### src/rtl/sitoa_pkg.sv
package sitoa_pkg;

  localparam int VALUE_BITS_DEF = 32;
  localparam int RADIX_BITS     = 6;
  localparam int CHAR_BITS      = 8;
  localparam int LEN_BITS       = 6;
  localparam int RADIX_MIN      = 2;
  localparam int RADIX_MAX      = 36;
  localparam int DEC_DIGITS     = 10;
  localparam int QUEUE_DEPTH    = 2;

  localparam logic [CHAR_BITS-1:0] CHAR_NUL   = 8'h00;
  localparam logic [CHAR_BITS-1:0] CHAR_MINUS = 8'h2d;
  localparam logic [CHAR_BITS-1:0] CHAR_ZERO  = 8'h30;
  localparam logic [CHAR_BITS-1:0] CHAR_A     = 8'h61;

  typedef struct packed {
    logic                  bad;
    logic                  neg;
    logic [RADIX_BITS-1:0] radix;
  } cls_t;

  typedef enum logic [2:0] {
    BK_IDLE,
    BK_BAD,
    BK_DIV,
    BK_PUT,
    BK_SIGN,
    BK_READ,
    BK_EMIT
  } back_state_t;

  function automatic logic [CHAR_BITS-1:0] digit_char(input logic [RADIX_BITS-1:0] d);
    if (d < RADIX_BITS'(DEC_DIGITS)) begin
      return CHAR_ZERO + CHAR_BITS'(d);
    end else begin
      return CHAR_A + CHAR_BITS'(d) - CHAR_BITS'(DEC_DIGITS);
    end
  endfunction

endpackage

### src/rtl/sitoa_ram.sv
module sitoa_ram #(
  parameter int WIDTH = 8,
  parameter int DEPTH = 32
) (
  input  logic                     clk,
  input  logic                     we,
  input  logic [$clog2(DEPTH)-1:0] waddr,
  input  logic [WIDTH-1:0]         wdata,
  input  logic [$clog2(DEPTH)-1:0] raddr,
  output logic [WIDTH-1:0]         rdata
);

  logic [WIDTH-1:0] mem [DEPTH];

  always_ff @(posedge clk) begin
    if (we) begin
      mem[waddr] <= wdata;
    end
    rdata <= mem[raddr];
  end

endmodule

### src/rtl/sitoa_front.sv
module sitoa_front #(
  parameter int VALUE_BITS = sitoa_pkg::VALUE_BITS_DEF
) (
  input  logic                              start,
  input  logic                              busy,
  input  logic [VALUE_BITS-1:0]             value,
  input  logic [sitoa_pkg::RADIX_BITS-1:0]  radix,
  output logic                              push,
  output sitoa_pkg::cls_t                   cls,
  output logic [VALUE_BITS-1:0]             mag
);

  import sitoa_pkg::*;

  assign push = start & ~busy;

  always_comb begin
    cls.radix = radix;
    cls.bad   = (radix < RADIX_BITS'(RADIX_MIN)) || (radix > RADIX_BITS'(RADIX_MAX));
    cls.neg   = value[VALUE_BITS-1];
    // two's complement negate, most negative maps onto itself as unsigned
    mag       = cls.neg ? (~value + VALUE_BITS'(1)) : value;
  end

endmodule

### src/rtl/sitoa_queue.sv
module sitoa_queue #(
  parameter int WIDTH = 40,
  parameter int DEPTH = sitoa_pkg::QUEUE_DEPTH
) (
  input  logic             clk,
  input  logic             rst,
  input  logic             push,
  input  logic [WIDTH-1:0] push_data,
  input  logic             pop,
  output logic [WIDTH-1:0] pop_data,
  output logic             full,
  output logic             empty
);

  import sitoa_pkg::*;

  localparam int PW = (DEPTH > 1) ? $clog2(DEPTH) : 1;
  localparam int CW = $clog2(DEPTH + 1);

  logic [WIDTH-1:0] slots [DEPTH];
  logic [PW-1:0]    wr_ptr;
  logic [PW-1:0]    rd_ptr;
  logic [CW-1:0]    count;
  logic             do_push;
  logic             do_pop;

  assign full     = (count == CW'(DEPTH));
  assign empty    = (count == '0);
  assign do_push  = push & ~full;
  assign do_pop   = pop & ~empty;
  assign pop_data = slots[rd_ptr];

  always_ff @(posedge clk) begin
    if (do_push) begin
      slots[wr_ptr] <= push_data;
    end
  end

  always_ff @(posedge clk) begin
    if (rst) begin
      wr_ptr <= '0;
      rd_ptr <= '0;
      count  <= '0;
    end else begin
      if (do_push) begin
        wr_ptr <= (wr_ptr == PW'(DEPTH - 1)) ? '0 : wr_ptr + PW'(1);
      end
      if (do_pop) begin
        rd_ptr <= (rd_ptr == PW'(DEPTH - 1)) ? '0 : rd_ptr + PW'(1);
      end
      if (do_push && !do_pop) begin
        count <= count + CW'(1);
      end else if (do_pop && !do_push) begin
        count <= count - CW'(1);
      end
    end
  end

endmodule

### src/rtl/sitoa_back.sv
module sitoa_back #(
  parameter int VALUE_BITS = sitoa_pkg::VALUE_BITS_DEF
) (
  input  logic                             clk,
  input  logic                             rst,
  input  logic                             empty,
  input  sitoa_pkg::cls_t                  cls,
  input  logic [VALUE_BITS-1:0]            mag,
  output logic                             pop,
  output logic                             strobe,
  output logic [sitoa_pkg::CHAR_BITS-1:0]  character,
  output logic [sitoa_pkg::LEN_BITS-1:0]   text_length,
  output logic                             bad_radix,
  output logic                             is_last
);

  import sitoa_pkg::*;

  localparam int AW = $clog2(VALUE_BITS);
  localparam int SW = $clog2(VALUE_BITS);
  localparam int NW = $clog2(VALUE_BITS + 1);

  back_state_t           state, state_next;
  logic [VALUE_BITS-1:0] quo, quo_next;
  logic [RADIX_BITS-1:0] rem, rem_next;
  logic [RADIX_BITS-1:0] radix_r, radix_r_next;
  logic                  neg_r, neg_r_next;
  logic [SW-1:0]         step, step_next;
  logic [NW-1:0]         ndig, ndig_next;
  logic [AW-1:0]         idx, idx_next;

  logic [RADIX_BITS:0]   rem_sh;
  logic [RADIX_BITS:0]   rem_sub;
  logic                  ge;
  logic [NW:0]           len_sum;
  logic                  we;
  logic [CHAR_BITS-1:0]  wdata;
  logic [CHAR_BITS-1:0]  rdata;

  sitoa_ram #(
    .WIDTH(CHAR_BITS),
    .DEPTH(VALUE_BITS)
  ) u_digits (
    .clk  (clk),
    .we   (we),
    .waddr(ndig[AW-1:0]),
    .wdata(wdata),
    .raddr(idx),
    .rdata(rdata)
  );

  // one restoring division step per cycle
  assign rem_sh  = {rem, quo[VALUE_BITS-1]};
  assign rem_sub = rem_sh - {1'b0, radix_r};
  assign ge      = (rem_sh >= {1'b0, radix_r});
  assign wdata   = digit_char(rem);
  assign len_sum = {1'b0, ndig} + (NW + 1)'(neg_r);

  always_ff @(posedge clk) begin
    if (rst) begin
      state <= BK_IDLE;
    end else begin
      state <= state_next;
    end
  end

  always_ff @(posedge clk) begin
    quo     <= quo_next;
    rem     <= rem_next;
    radix_r <= radix_r_next;
    neg_r   <= neg_r_next;
    step    <= step_next;
    ndig    <= ndig_next;
    idx     <= idx_next;
  end

  always_comb begin
    state_next   = state;
    quo_next     = quo;
    rem_next     = rem;
    radix_r_next = radix_r;
    neg_r_next   = neg_r;
    step_next    = step;
    ndig_next    = ndig;
    idx_next     = idx;
    pop          = 1'b0;
    we           = 1'b0;
    strobe       = 1'b0;
    character    = CHAR_NUL;
    text_length  = LEN_BITS'(len_sum);
    bad_radix    = 1'b0;
    is_last      = 1'b0;
    unique case (state)
      BK_IDLE: begin
        if (!empty) begin
          pop          = 1'b1;
          radix_r_next = cls.radix;
          neg_r_next   = cls.neg;
          quo_next     = mag;
          rem_next     = '0;
          step_next    = '0;
          ndig_next    = '0;
          state_next   = cls.bad ? BK_BAD : BK_DIV;
        end
      end
      BK_BAD: begin
        strobe      = 1'b1;
        text_length = '0;
        bad_radix   = 1'b1;
        is_last     = 1'b1;
        state_next  = BK_IDLE;
      end
      BK_DIV: begin
        rem_next  = ge ? rem_sub[RADIX_BITS-1:0] : rem_sh[RADIX_BITS-1:0];
        quo_next  = {quo[VALUE_BITS-2:0], ge};
        step_next = step + SW'(1);
        if (step == SW'(VALUE_BITS - 1)) begin
          state_next = BK_PUT;
        end
      end
      BK_PUT: begin
        // rem holds the digit, quo the value left for the next digits
        we        = 1'b1;
        ndig_next = ndig + NW'(1);
        if (quo == '0) begin
          idx_next   = ndig[AW-1:0];
          state_next = neg_r ? BK_SIGN : BK_READ;
        end else begin
          rem_next   = '0;
          step_next  = '0;
          state_next = BK_DIV;
        end
      end
      BK_SIGN: begin
        strobe     = 1'b1;
        character  = CHAR_MINUS;
        state_next = BK_READ;
      end
      BK_READ: begin
        state_next = BK_EMIT;
      end
      BK_EMIT: begin
        strobe    = 1'b1;
        character = rdata;
        is_last   = (idx == '0);
        if (idx == '0) begin
          state_next = BK_IDLE;
        end else begin
          idx_next   = idx - AW'(1);
          state_next = BK_READ;
        end
      end
      default: begin
        state_next = BK_IDLE;
      end
    endcase
  end

endmodule

### src/rtl/signed_integer_to_text_any_base.sv
// Converts a signed two's complement value to its text in radix 2 to 36, one ASCII
// character per word, most significant first, '-' ahead of negatives and lower-case
// letters for digits above 9. A radix outside 2 to 36 gives one word with bad_radix
// set and text_length 0. A command is taken when start is high and busy is low; a
// two-entry queue sits between the intake and the converter, so busy rises only when
// two commands are waiting. Each word is on the outputs for exactly one cycle, marked
// by strobe, and must be taken then: there is no way to hold words off. Each digit
// comes from the bit-serial divider (one quotient bit a cycle over all VALUE_BITS
// bits, then a step to store the digit); read-out from the digit buffer reads each
// digit and then sends it, after the sign word of a negative value. A command is
// picked up from the queue in the idle state before its conversion begins.
module signed_integer_to_text_any_base #(
  parameter int VALUE_BITS = sitoa_pkg::VALUE_BITS_DEF
) (
  input  logic                             clk,
  input  logic                             rst,
  input  logic                             start,
  output logic                             busy,
  input  logic [VALUE_BITS-1:0]            value,
  input  logic [sitoa_pkg::RADIX_BITS-1:0] radix,
  output logic                             strobe,
  output logic [sitoa_pkg::CHAR_BITS-1:0]  character,
  output logic [sitoa_pkg::LEN_BITS-1:0]   text_length,
  output logic                             bad_radix,
  output logic                             is_last
);

  import sitoa_pkg::*;

  localparam int CLS_W = $bits(cls_t);
  localparam int QW    = CLS_W + VALUE_BITS;

  logic                  push;
  logic                  pop;
  logic                  empty;
  cls_t                  front_cls;
  cls_t                  back_cls;
  logic [VALUE_BITS-1:0] front_mag;
  logic [VALUE_BITS-1:0] back_mag;
  logic [QW-1:0]         pop_data;

  sitoa_front #(
    .VALUE_BITS(VALUE_BITS)
  ) u_front (
    .start(start),
    .busy (busy),
    .value(value),
    .radix(radix),
    .push (push),
    .cls  (front_cls),
    .mag  (front_mag)
  );

  sitoa_queue #(
    .WIDTH(QW),
    .DEPTH(QUEUE_DEPTH)
  ) u_queue (
    .clk      (clk),
    .rst      (rst),
    .push     (push),
    .push_data({front_cls, front_mag}),
    .pop      (pop),
    .pop_data (pop_data),
    .full     (busy),
    .empty    (empty)
  );

  assign back_cls = cls_t'(pop_data[QW-1:VALUE_BITS]);
  assign back_mag = pop_data[VALUE_BITS-1:0];

  sitoa_back #(
    .VALUE_BITS(VALUE_BITS)
  ) u_back (
    .clk        (clk),
    .rst        (rst),
    .empty      (empty),
    .cls        (back_cls),
    .mag        (back_mag),
    .pop        (pop),
    .strobe     (strobe),
    .character  (character),
    .text_length(text_length),
    .bad_radix  (bad_radix),
    .is_last    (is_last)
  );

endmodule
### config.mk
export PLATFORM = sky130hd
export DESIGN_NAME = signed_integer_to_text_any_base
export DESIGN_NICKNAME = d
export VERILOG_FILES = /design/src/rtl/sitoa_pkg.sv /design/src/rtl/sitoa_ram.sv /design/src/rtl/sitoa_front.sv /design/src/rtl/sitoa_queue.sv /design/src/rtl/sitoa_back.sv /design/src/rtl/signed_integer_to_text_any_base.sv
export SDC_FILE = /design/constraint.sdc
export NUM_CORES = 1
export LEC_CHECK = 0
export ABC_CLOCK_PERIOD_IN_PS = 3490
export BUFFER_PORTS_ARGS = -buffer_cell sky130_fd_sc_hd__buf_2
export CORE_MARGIN = 1
export CORE_UTILIZATION = 40
export CTS_CLUSTER_SIZE = 25
export DETAILED_ROUTE_END_ITERATION = 10
export GPL_ROUTABILITY_DRIVEN = 0
export PLACE_DENSITY_LB_ADDON = 0.08
export SYNTH_ARGS = -nofsm -noshare
export SYNTH_HDL_FRONTEND = slang
export SYNTH_SLANG_ARGS = --single-unit
### constraint.sdc
create_clock -name clk -period 3.49 [get_ports clk]
set_input_delay 0.5235 -clock clk [delete_from_list [all_inputs] [get_ports clk]]
set_output_delay 0.5235 -clock clk [all_outputs]
set_load 0.1 [all_outputs]
==> impl_metrics.toml, run 1 <==
[critical_path]
reg2reg_depth = 4
cp-start-kind = "flop"
required_ns = 2.97
timing.rr.end = "u_back.u_digits.mem[28][5]$_DFFE_PP_"
crit_fanout = 16
ff2ff_setup_slack_ns = 0.77
endpoint_kind = "primary output"
path_class = "reg2out"
arrival_ns = 2.81
rr_startpoint = "u_back.state[1]$_SDFFE_PP0P_"

[synth]
synth-seq-area-share_pct = 70.4
yosys_register_bits = 413
synth_largest_area_cell = "edfxtp_1"
netlist_top_cells_count = "397 x edfxtp_1, 78 x nand2_1, 75 x nor2_1, 61 x o21ai_0, 57 x mux2i_1"
syn-num-nets = 1206
yosys-top-cells-area = "edfxtp_1 69%, mux4_2 4.1%, mux2i_1 3.3%"
netlist_area_um2 = 17400
ys_async_sr_fraction_pct = 0
synth-edff-count = 397
synth.distinct_cells = 56
synthCells = 1142
yosysTopAreaCellShare_pct = 68.6
synth_warnings = 0
synth.most_common_cell = "edfxtp_1"
synthFlopType = "edfxtp_1"
avgSynthCellArea_um2 = 15.2

[timing]
fin_crit_sh_pct = 95.6
rsz0062_at_grt = "no"
final.setup_skew_ns = 0.0141
hold_viol = 0
slew_viol_final = 0
fin_setup_tns_ns = 0
relSlewSlack_pct = 28.2
tightest_slew_ns = 1.08
fin_crit_ns = 3.34
fmax_mhz = 300
setup_violations = 0

[clocking]
post_cts_buffers = 0
path_clk_slew_ns = 0.06
cts_resized = 0
insertion_delay_ns = 0.57
clockBufferDepth = 3
cts_tree = "built"
postCtsHoldBufs = 0
cts_root_buf = "clkbuf_16"
cts_sinks = 413
cts_buffers = 45
htree_levels = 2

[outcome]
status = "complete, but fails checks"
failed_checks = "design-rule violations"

[place]
place_hpwl_mm = 25.3
portBuffers = 58

[routing]
routed_wl_mm = 38.9
route.detailed.drc = 1
drtIter0Drc = 604
drt-vias-per-instance = 5.13
post_drt_wl_per_cell_um = 21.1
ant_nets = 0
dr.pass1.iters = 8
vias = 9469

[layout]
fillers = 3874
n_antenna_cell = 0
drive_above_1_share_pct = 18.1
area_growth_pct = 14.4
final_nets = 1293
post-route-util_pct = 46.3

[flow_run]
maxCapViolCount = 0

[global_route]
grtUsageTotal_pct = 18.0
grt_max_degree = 94
grt_pass1_vias = 9477
grt_antenna_before_repair = 0
gr-total-overflow = 0
grt_pass1_wl_mm = 59.2

[hold_path]
worstHoldEndpoint = "u_queue.slots[1][36]$_DFFE_PP_"
hold_path.startpoint = "radix[4]"
min_path_type = "in2reg"
worstHoldPathCells = 1

[pwr]
peakVddDrop_mv = 0.568
leakagePower_nw = 6.64
p_total_mw = 16.1
power_density_nw_per_um2 = 811

[die]
rows = 76
io_pins = 59
die_x_um = 210
dieArea_um2 = 44300
chipHeight_um = 210
core_um2 = 43000
start_util_pct = 40.4
per-layer routing:
metal	routed length (µm)	vias to the layer above	global-route usage (%)	share of wire [%]
met5	0	-	0	0
met4	649	0	4.42	1.7
met3	1640	54	3.44	4.2
met2	19200	187	30.3	49
met1	17400	4645	24.1	45
li1	-	4583	-	-
logic make-up (layout without fill, tap and decap cells):
group | count (synthesis) | in the layout | share of synthesized area (%)
buf+inv | 84 | 204 | 1.90
flops | 413 | 413 | 70.4
compound gates | 192 | 192 | 7.10
mux | 111 | 111 | 8.85
fa+ha+maj | 23 | 23 | 1.70
simple gates | 267 | 267 | 7.41
xor+xnor | 52 | 52 | 2.62
worst max path at each step:
stage	depth (start not counted)	from	slack [ns]	endpoint
3_3_place_gp	4	u_back.state[2]$_SDFFE_PP0P_	0.70	is_last
2_1_floorplan	5	u_back.state[2]$_SDFFE_PP0P_	0.24	text_length[2]
6_report	4	u_back.state[2]$_SDFFE_PP0P_	0.15	character[7]
3_5_place_dp	4	u_back.state[2]$_SDFFE_PP0P_	0.70	is_last
4_1_cts	4	u_back.state[2]$_SDFFE_PP0P_	0.08	is_last
5_1_grt	4	u_back.state[2]$_SDFFE_PP0P_	0.03	is_last
registers in the layout (all words and copies together), names as in the netlist, 3 cells and up, named ones only:
| register | count |
|---|---|
| u_back.radix_r | 6 |
| u_back.idx | 5 |
| u_back.step | 5 |
| u_back.rem | 6 |
| u_back.state | 3 |
| u_back.u_digits.mem | 256 |
| u_back.quo | 32 |
| u_back.ndig | 6 |
| u_queue.slots | 80 |
| u_back.u_digits.rdata | 8 |
cells in the final DEF (no fill, tap or decap), drive strengths merged, types with 22 or more instances in the layout:
master,instances
nor2b,28
mux2i,57
xnor2,40
mux2,22
nor2,75
clkbuf,61
a211oi,26
mux4,32
nand3,22
edfxtp,397
buf,91
inv,34
ha,22
nand2,78
a21oi,35
o21ai,61
final cells by class:
class / count / area (µm²) / area share, %
flip-flops and latches: 413 / 12200 / 61.6
clock buffers: 61 / 1230 / 6.18
clock inverters: 19 / 145 / 0.730
repair buffers: 91 / 551 / 2.77
multi-input cells: 645 / 4870 / 24.5
well taps: 585 / 732 / 3.68
inverters: 33 / 124 / 0.623
power by group:
group | internal [mW] | switching [mW]
combinational | 1.07 | 2.95
sequential | 7.19 | 0.442
clock | 2.61 | 1.88
critical path, stage by stage, from the launching register on:
cell and delay [ns]:
dfxtp_1 0.59, nand2b_1 0.37, or2_2 0.56, nor2_1 0.25
buf_2 0.47
through the flow:
stage / instance area (µm²) / hold slack, ns / std cells / worst slack, ns
6_report: 19900 / 0.157 / 1847 / 0.152
5_1_grt: 19900 / 0.128 / 1847 / 0.0317
4_1_cts: 19900 / 0.123 / 1847 / 0.0767
3_5_place_dp: 18500 / 0.491 / 1767 / 0.696
3_3_place_gp: 18500 / 0.483 / 1767 / 0.702
2_1_floorplan: 17400 / 0.472 / 1142 / 0.242
No activity file was read; power rests on OpenSTA's default activity.
==> inputs of run 2 (changes only) <==
- CORE_ASPECT_RATIO: default -> 0.9
- PLACE_DENSITY_LB_ADDON: 0.08 -> default
==> run 2 against run 1 <==
The flow now finishes without violations; core utilization is 0.17 points lower; critical path depth stayed put; global-route usage is 2.0 points lower; final cell count is 2.1% lower; largest cell class unchanged; combinational power is 5.5% lower; hold slack better by 0.013 ns; total power is 2.5% lower; first-iteration DRC count is 31% higher; die area hardly changed; via count is 1.2% higher; fmax is 2.7% higher.
==> impl_metrics.toml, run 2 (synthesized netlist as in run 1, its figures left out) <==
[global_route]
gr-total-overflow = 0
grt_max_degree = 89
grt_antenna_before_repair = 1
grt_pass1_wl_mm = 53.9
grt_pass1_vias = 9147
grtUsageTotal_pct = 16.0

[layout]
regMostFlops = "u_back.u_digits.mem"
fillers = 3737
seqCellArea_um2 = 12200
multi_input_area_um2 = 4880
drive_above_1_share_pct = 17.9
largestRegisters = "u_back.u_digits.mem: 256 flops, u_queue.slots: 80 flops, u_back.quo: 32 flops"
final_common_cell = "edfxtp_1"
layout_common_cells = "397 x edfxtp_1, 78 x nand2_1, 73 x nor2_1"
final_nets = 1285
area_growth_pct = 13.7
largest_reg_flops = 256

[place]
dp_slack_ns = 0.796
portBuffers = 58
place_hpwl_mm = 22.8

[routing]
drt-vias-per-instance = 5.30
ant_nets = 0
dr.pass1.iters = 5
vias = 9580
routed_wl_mm = 35.1
route.detailed.drc = 0
drtIter0Drc = 793
post_drt_wl_per_cell_um = 19.4

[critical_path]
reg2reg_depth = 4
arrival_ns = 2.73
endpoint_kind = "primary output"
required_ns = 2.97
ff2ff_setup_slack_ns = 0.78
rr_startpoint = "u_back.state[1]$_SDFFE_PP0P_"
path_cells = "nand2b_1, or2_2, o21ai_2, buf_2"
timing.rr.end = "u_back.u_digits.mem[8][1]$_DFFE_PP_"
critPathSlowestCell = "dfxtp_1"
cp-start-kind = "flop"
crit_fanout = 16
slowest_delay_ns = 0.58
path_class = "reg2out"

[timing]
hold_slack_ns = 0.171
final.setup_skew_ns = 0.0201
setup_slack_ns = 0.239
setup_violations = 0
tightest_slew_ns = 1.00
rsz0062_at_grt = "no"
fin_crit_ns = 3.25
hold_viol = 0
relSlewSlack_pct = 33.1
slew_viol_final = 0
fmax_mhz = 308
fin_setup_tns_ns = 0
fin_crit_sh_pct = 93.2

[clocking]
insertion_delay_ns = 0.57
cts_buffers = 43
cts_resized = 0
htree_levels = 2
cts_root_buf = "clkbuf_16"
post_cts_buffers = 0
postCtsHoldBufs = 0
cts_sinks = 413
path_clk_slew_ns = 0.06
clockBufferDepth = 3
cts_tree = "built"

[die]
start_util_pct = 40.5
rows = 72
dieArea_um2 = 44300
chipHeight_um = 200
die_x_um = 222
core_um2 = 42900
io_pins = 59

[pwr]
p_sw_share_pct = 32.1
p_switching_mw = 5.05
power_density_nw_per_um2 = 796
power_frac_seq_pct = 48.5
pwr-share-clk_pct = 27.4
p_int_mw = 10.7
peakVddDrop_mv = 0.804
leakagePower_nw = 6.59
p_total_mw = 15.7
combPwrFrac_pct = 24.2

[hold_path]
min_path_type = "in2reg"
hold_path.startpoint = "radix[0]"
worstHoldPathCells = 1
worstHoldEndpoint = "u_queue.slots[0][32]$_DFFE_PP_"

[outcome]
status = "finished clean"

[flow_run]
maxCapViolCount = 0
-- run 2: changes by cell type in the layout (fill, tap and decap cells not counted), moves of 3 or more --
cell / before / now
clkbuf_8: 0 / 4
clkbuf_16: 47 / 44
clkinv_1: 5 / 1
buf_4: 32 / 26
-- run 2: how the worst max path moves through the flow --
stage	start	endpoint	depth (start not counted)
final	u_back.state[2]$_SDFFE_PP0P_	is_last	4
after global placement	u_back.state[1]$_SDFFE_PP0P_	u_back.u_digits.mem[8][4]$_DFFE_PP_	4
after floorplan	u_back.state[2]$_SDFFE_PP0P_	text_length[2]	5
after CTS	u_back.state[2]$_SDFFE_PP0P_	is_last	4
after global routing	u_back.idx[0]$_DFFE_PP_	is_last	6
after detailed placement	u_back.state[1]$_SDFFE_PP0P_	u_back.u_digits.mem[0][7]$_DFFE_PP_	4
-- run 2: final cells by class --
class	instances	area share, %
multi-input cells	645	24.7
flip-flops and latches	413	61.9
clock inverters	14	0.563
clock buffers	63	6.13
inverters	33	0.627
diodes	1	0.0127
repair buffers	85	2.56
well taps	555	3.51
-- run 2: critical path: cells and delay by family, from the launching register on --
| family | cells | cell delay [ns] |
|---|---|---|
| buffers and inverters | 1 | 0.47 |
| AO/OA/AOI/OAI | 1 | 0.27 |
| AND/OR/NAND/NOR | 2 | 0.82 |
| flip-flops | 1 | 0.58 |
-- run 2: power by group through the flow --
stage          Clock, mW  Combinational [mW]  Sequential (mW)
6_report            4.31                3.80             7.63
5_1_grt             4.59                4.19             7.71
4_1_cts             4.40                3.88             7.64
3_5_place_dp           0                3.86             7.74
3_3_place_gp           0                3.76             7.72
2_1_floorplan          0                2.59             7.54
-- run 2: per-stage QoR --
| step | cells | cell area, µm² | utilization, % |
|---|---|---|---|
| floorplan | 1142 | 17400 | - |
| global placement | 1731 | 18400 | 43.0 |
| detailed placement | 1731 | 18400 | 43.0 |
| CTS | 1808 | 19800 | 46.1 |
| global route | 1808 | 19800 | 46.1 |
| finish | 1809 | 19800 | 46.1 |
-- run 2: per-layer routing --
| layer | share of wire [%] | up-vias | GRT usage (%) |
|---|---|---|---|
| li1 | - | 4557 | - |
| met1 | 47 | 4729 | 22.9 |
| met2 | 45 | 235 | 24.6 |
| met3 | 6.1 | 59 | 3.64 |
| met4 | 1.8 | 0 | 4.30 |
| met5 | 0 | - | 0 |
==> inputs of run 3 (changes only) <==
- ABC_AREA: default -> 1
==> run 3 against run 2 <==
Setup slack improved by 0.16 ns; critical path depth grew 1; fmax up 5.3%; synthesized area up 5.1%; global-route usage grew 3.0 points; combinational power up 17%; sequential power shrank 0.9%; clock-buffer cell count decreased by 3; die area grew 5.1%; largest cell class unchanged; highest routed layer unchanged.
==> impl_metrics.toml, run 3 <==
[outcome]
status = "finished clean"

[layout]
area_growth_pct = 13.6
n_antenna_cell = 0
largestRegisters = "u_back.u_digits.mem: 256 flops, u_queue.slots: 80 flops, u_back.quo: 32 flops"
regMostFlops = "u_back.u_digits.mem"
final_cells = 2455
drive_above_1_share_pct = 10.2
final_nets = 1886
design_area_um2 = 20800
final_common_cell = "nand2_1"
layout_common_cells = "591 x nand2_1, 397 x edfxtp_1, 228 x nand3_1"
largest_reg_flops = 256

[place]
placed_area_um2 = 19400
place_inst = 2377
dp_slack_ns = 0.776
place_hpwl_mm = 28.3
portBuffers = 58

[synth]
netlist_top_cells_count = "591 x nand2_1, 397 x edfxtp_1, 228 x nand3_1, 174 x nor2_1, 75 x inv_1"
yosys-top-cells-area = "edfxtp_1 65%, nand2_1 12%, nand3_1 6.2%"
synthFlopType = "edfxtp_1"
synth_warnings = 0
synth.most_common_cell = "nand2_1"
yosysTopAreaCellShare_pct = 65.2
netlist_area_um2 = 18300
ys_async_sr_fraction_pct = 0
avgSynthCellArea_um2 = 10.4
synth-edff-count = 397
syn-num-nets = 1817
synthCells = 1753
synth.distinct_cells = 40
synth-seq-area-share_pct = 67.0
yosys_register_bits = 413
synth_largest_area_cell = "edfxtp_1"

[timing]
tightest_slew_ns = 0.925
fmax_mhz = 324
fin_setup_tns_ns = 0
setup_violations = 0
setup_slack_ns = 0.403
hold_viol = 0
relSlewSlack_pct = 38.3
final.setup_skew_ns = 0.0195
slew_viol_final = 0
fin_crit_sh_pct = 88.5
rsz0062_at_grt = "no"
fin_crit_ns = 3.09

[routing]
post_drt_wl_per_cell_um = 17.6
route.detailed.drc = 0
routed_wl_mm = 43.2
dr.pass1.iters = 5
ant_nets = 0
drt-vias-per-instance = 5.13
vias = 12582
drtIter0Drc = 1217

[clocking]
htree_levels = 2
cts_tree = "built"
path_clk_slew_ns = 0.06
clockBufferDepth = 3
cts_sinks = 413
postCtsHoldBufs = 0
cts_buffers = 43
insertion_delay_ns = 0.58
cts_root_buf = "clkbuf_16"

[pwr]
peakVddDrop_mv = 1.11
p_total_mw = 16.4
leakagePower_nw = 7.95
power_density_nw_per_um2 = 791

[die]
start_util_pct = 41.0
die_x_um = 227
rows = 73
io_pins = 59
dieArea_um2 = 46500
chipHeight_um = 205
core_um2 = 44600

[critical_path]
slowest_delay_ns = 0.51
rr_startpoint = "u_back.rem[4]$_SDFFCE_PN0P_"
ff2ff_setup_slack_ns = 0.90
reg2reg_depth = 6
crit_family = "buffers and inverters"
endpoint_kind = "primary output"
worst-path-buf-inv = 3
required_ns = 2.97
timing.rr.end = "u_back.u_digits.mem[15][6]$_DFFE_PP_"
cp-start-kind = "flop"
arrival_ns = 2.56
path_class = "reg2out"
path_cells = "inv_2, nor2_2, inv_1, o21ai_1, buf_12"
critPathSlowestCell = "dfxtp_1"
crit_fanout = 12

[hold_path]
hold_path.startpoint = "rst"
min_path_type = "in2reg"
worstHoldEndpoint = "u_back.state[2]$_SDFFE_PP0P_"
worstHoldPathCells = 2

[global_route]
grt_max_degree = 105
grt_pass1_vias = 11893
grtUsageTotal_pct = 19.0
grt_pass1_wl_mm = 67.5
grt_antenna_before_repair = 0
gr-total-overflow = 0

[flow_run]
maxCapViolCount = 0
[run 3: metal layers]
metal  track usage, %  up-vias  share of wire [%]
li1                 -     6133                  -
met1             28.4     6031                 48
met2             28.8      359                 44
met3             2.87       59                5.8
met4             5.08        0                1.8
met5                0        -                  0
[run 3: cell type report]
class | instances | area (µm²)
fillers | 4197 | 23800
flip-flops and latches | 413 | 12200
multi-input cells | 1181 | 5440
clock buffers | 60 | 1220
well taps | 600 | 751
repair buffers | 100 | 646
inverters | 83 | 313
clock inverters | 18 | 154
[run 3: logic make-up (layout without fill, tap and decap cells)]
family	count (synthesis)	after routing	synth area share [%]
AOI/OAI and AO/OA	101	101	3.13
xor gates and xnor gates	29	29	1.39
adders and majority gates	23	23	1.62
buffers and inverters	159	261	3.64
DFF	413	413	67.0
muxes	1	1	0.0548
and+or+nand+nor	1027	1027	23.2
[run 3: how the worst max path moves through the flow]
stage | endpoint | cells after the start | slack, ns | start
floorplan | text_length[4] | 4 | 0.32 | u_back.state[2]$_SDFFE_PP0P_
global placement | is_last | 5 | 0.84 | u_back.state[2]$_SDFFE_PP0P_
detailed placement | character[7] | 5 | 0.78 | u_back.state[2]$_SDFFE_PP0P_
CTS | is_last | 5 | 0.16 | u_back.state[2]$_SDFFE_PP0P_
global route | is_last | 5 | 0.26 | u_back.state[2]$_SDFFE_PP0P_
finish | is_last | 5 | 0.40 | u_back.state[2]$_SDFFE_PP0P_
[run 3: timing repair]
item | CTS | global route
resized for setup | 0 | 1
endpoints found under the setup margin | 0 | 4
buffers inserted | 0 | 0
[run 3: where the power goes]
part / internal [mW] / switching, mW / total (mW)
sequential: 7.19 / 0.366 / 7.56
clock: 2.53 / 1.90 / 4.43
combinational: 1.06 / 3.38 / 4.44
total: 10.8 / 5.65 / 16.4
[run 3: through the flow]
step	utilization, %	hold WS (ns)
global placement	43.5	0.440
CTS	46.6	0.113
detailed placement	43.5	0.442
floorplan	-	0.425
global route	46.6	0.130
finish	46.6	0.142
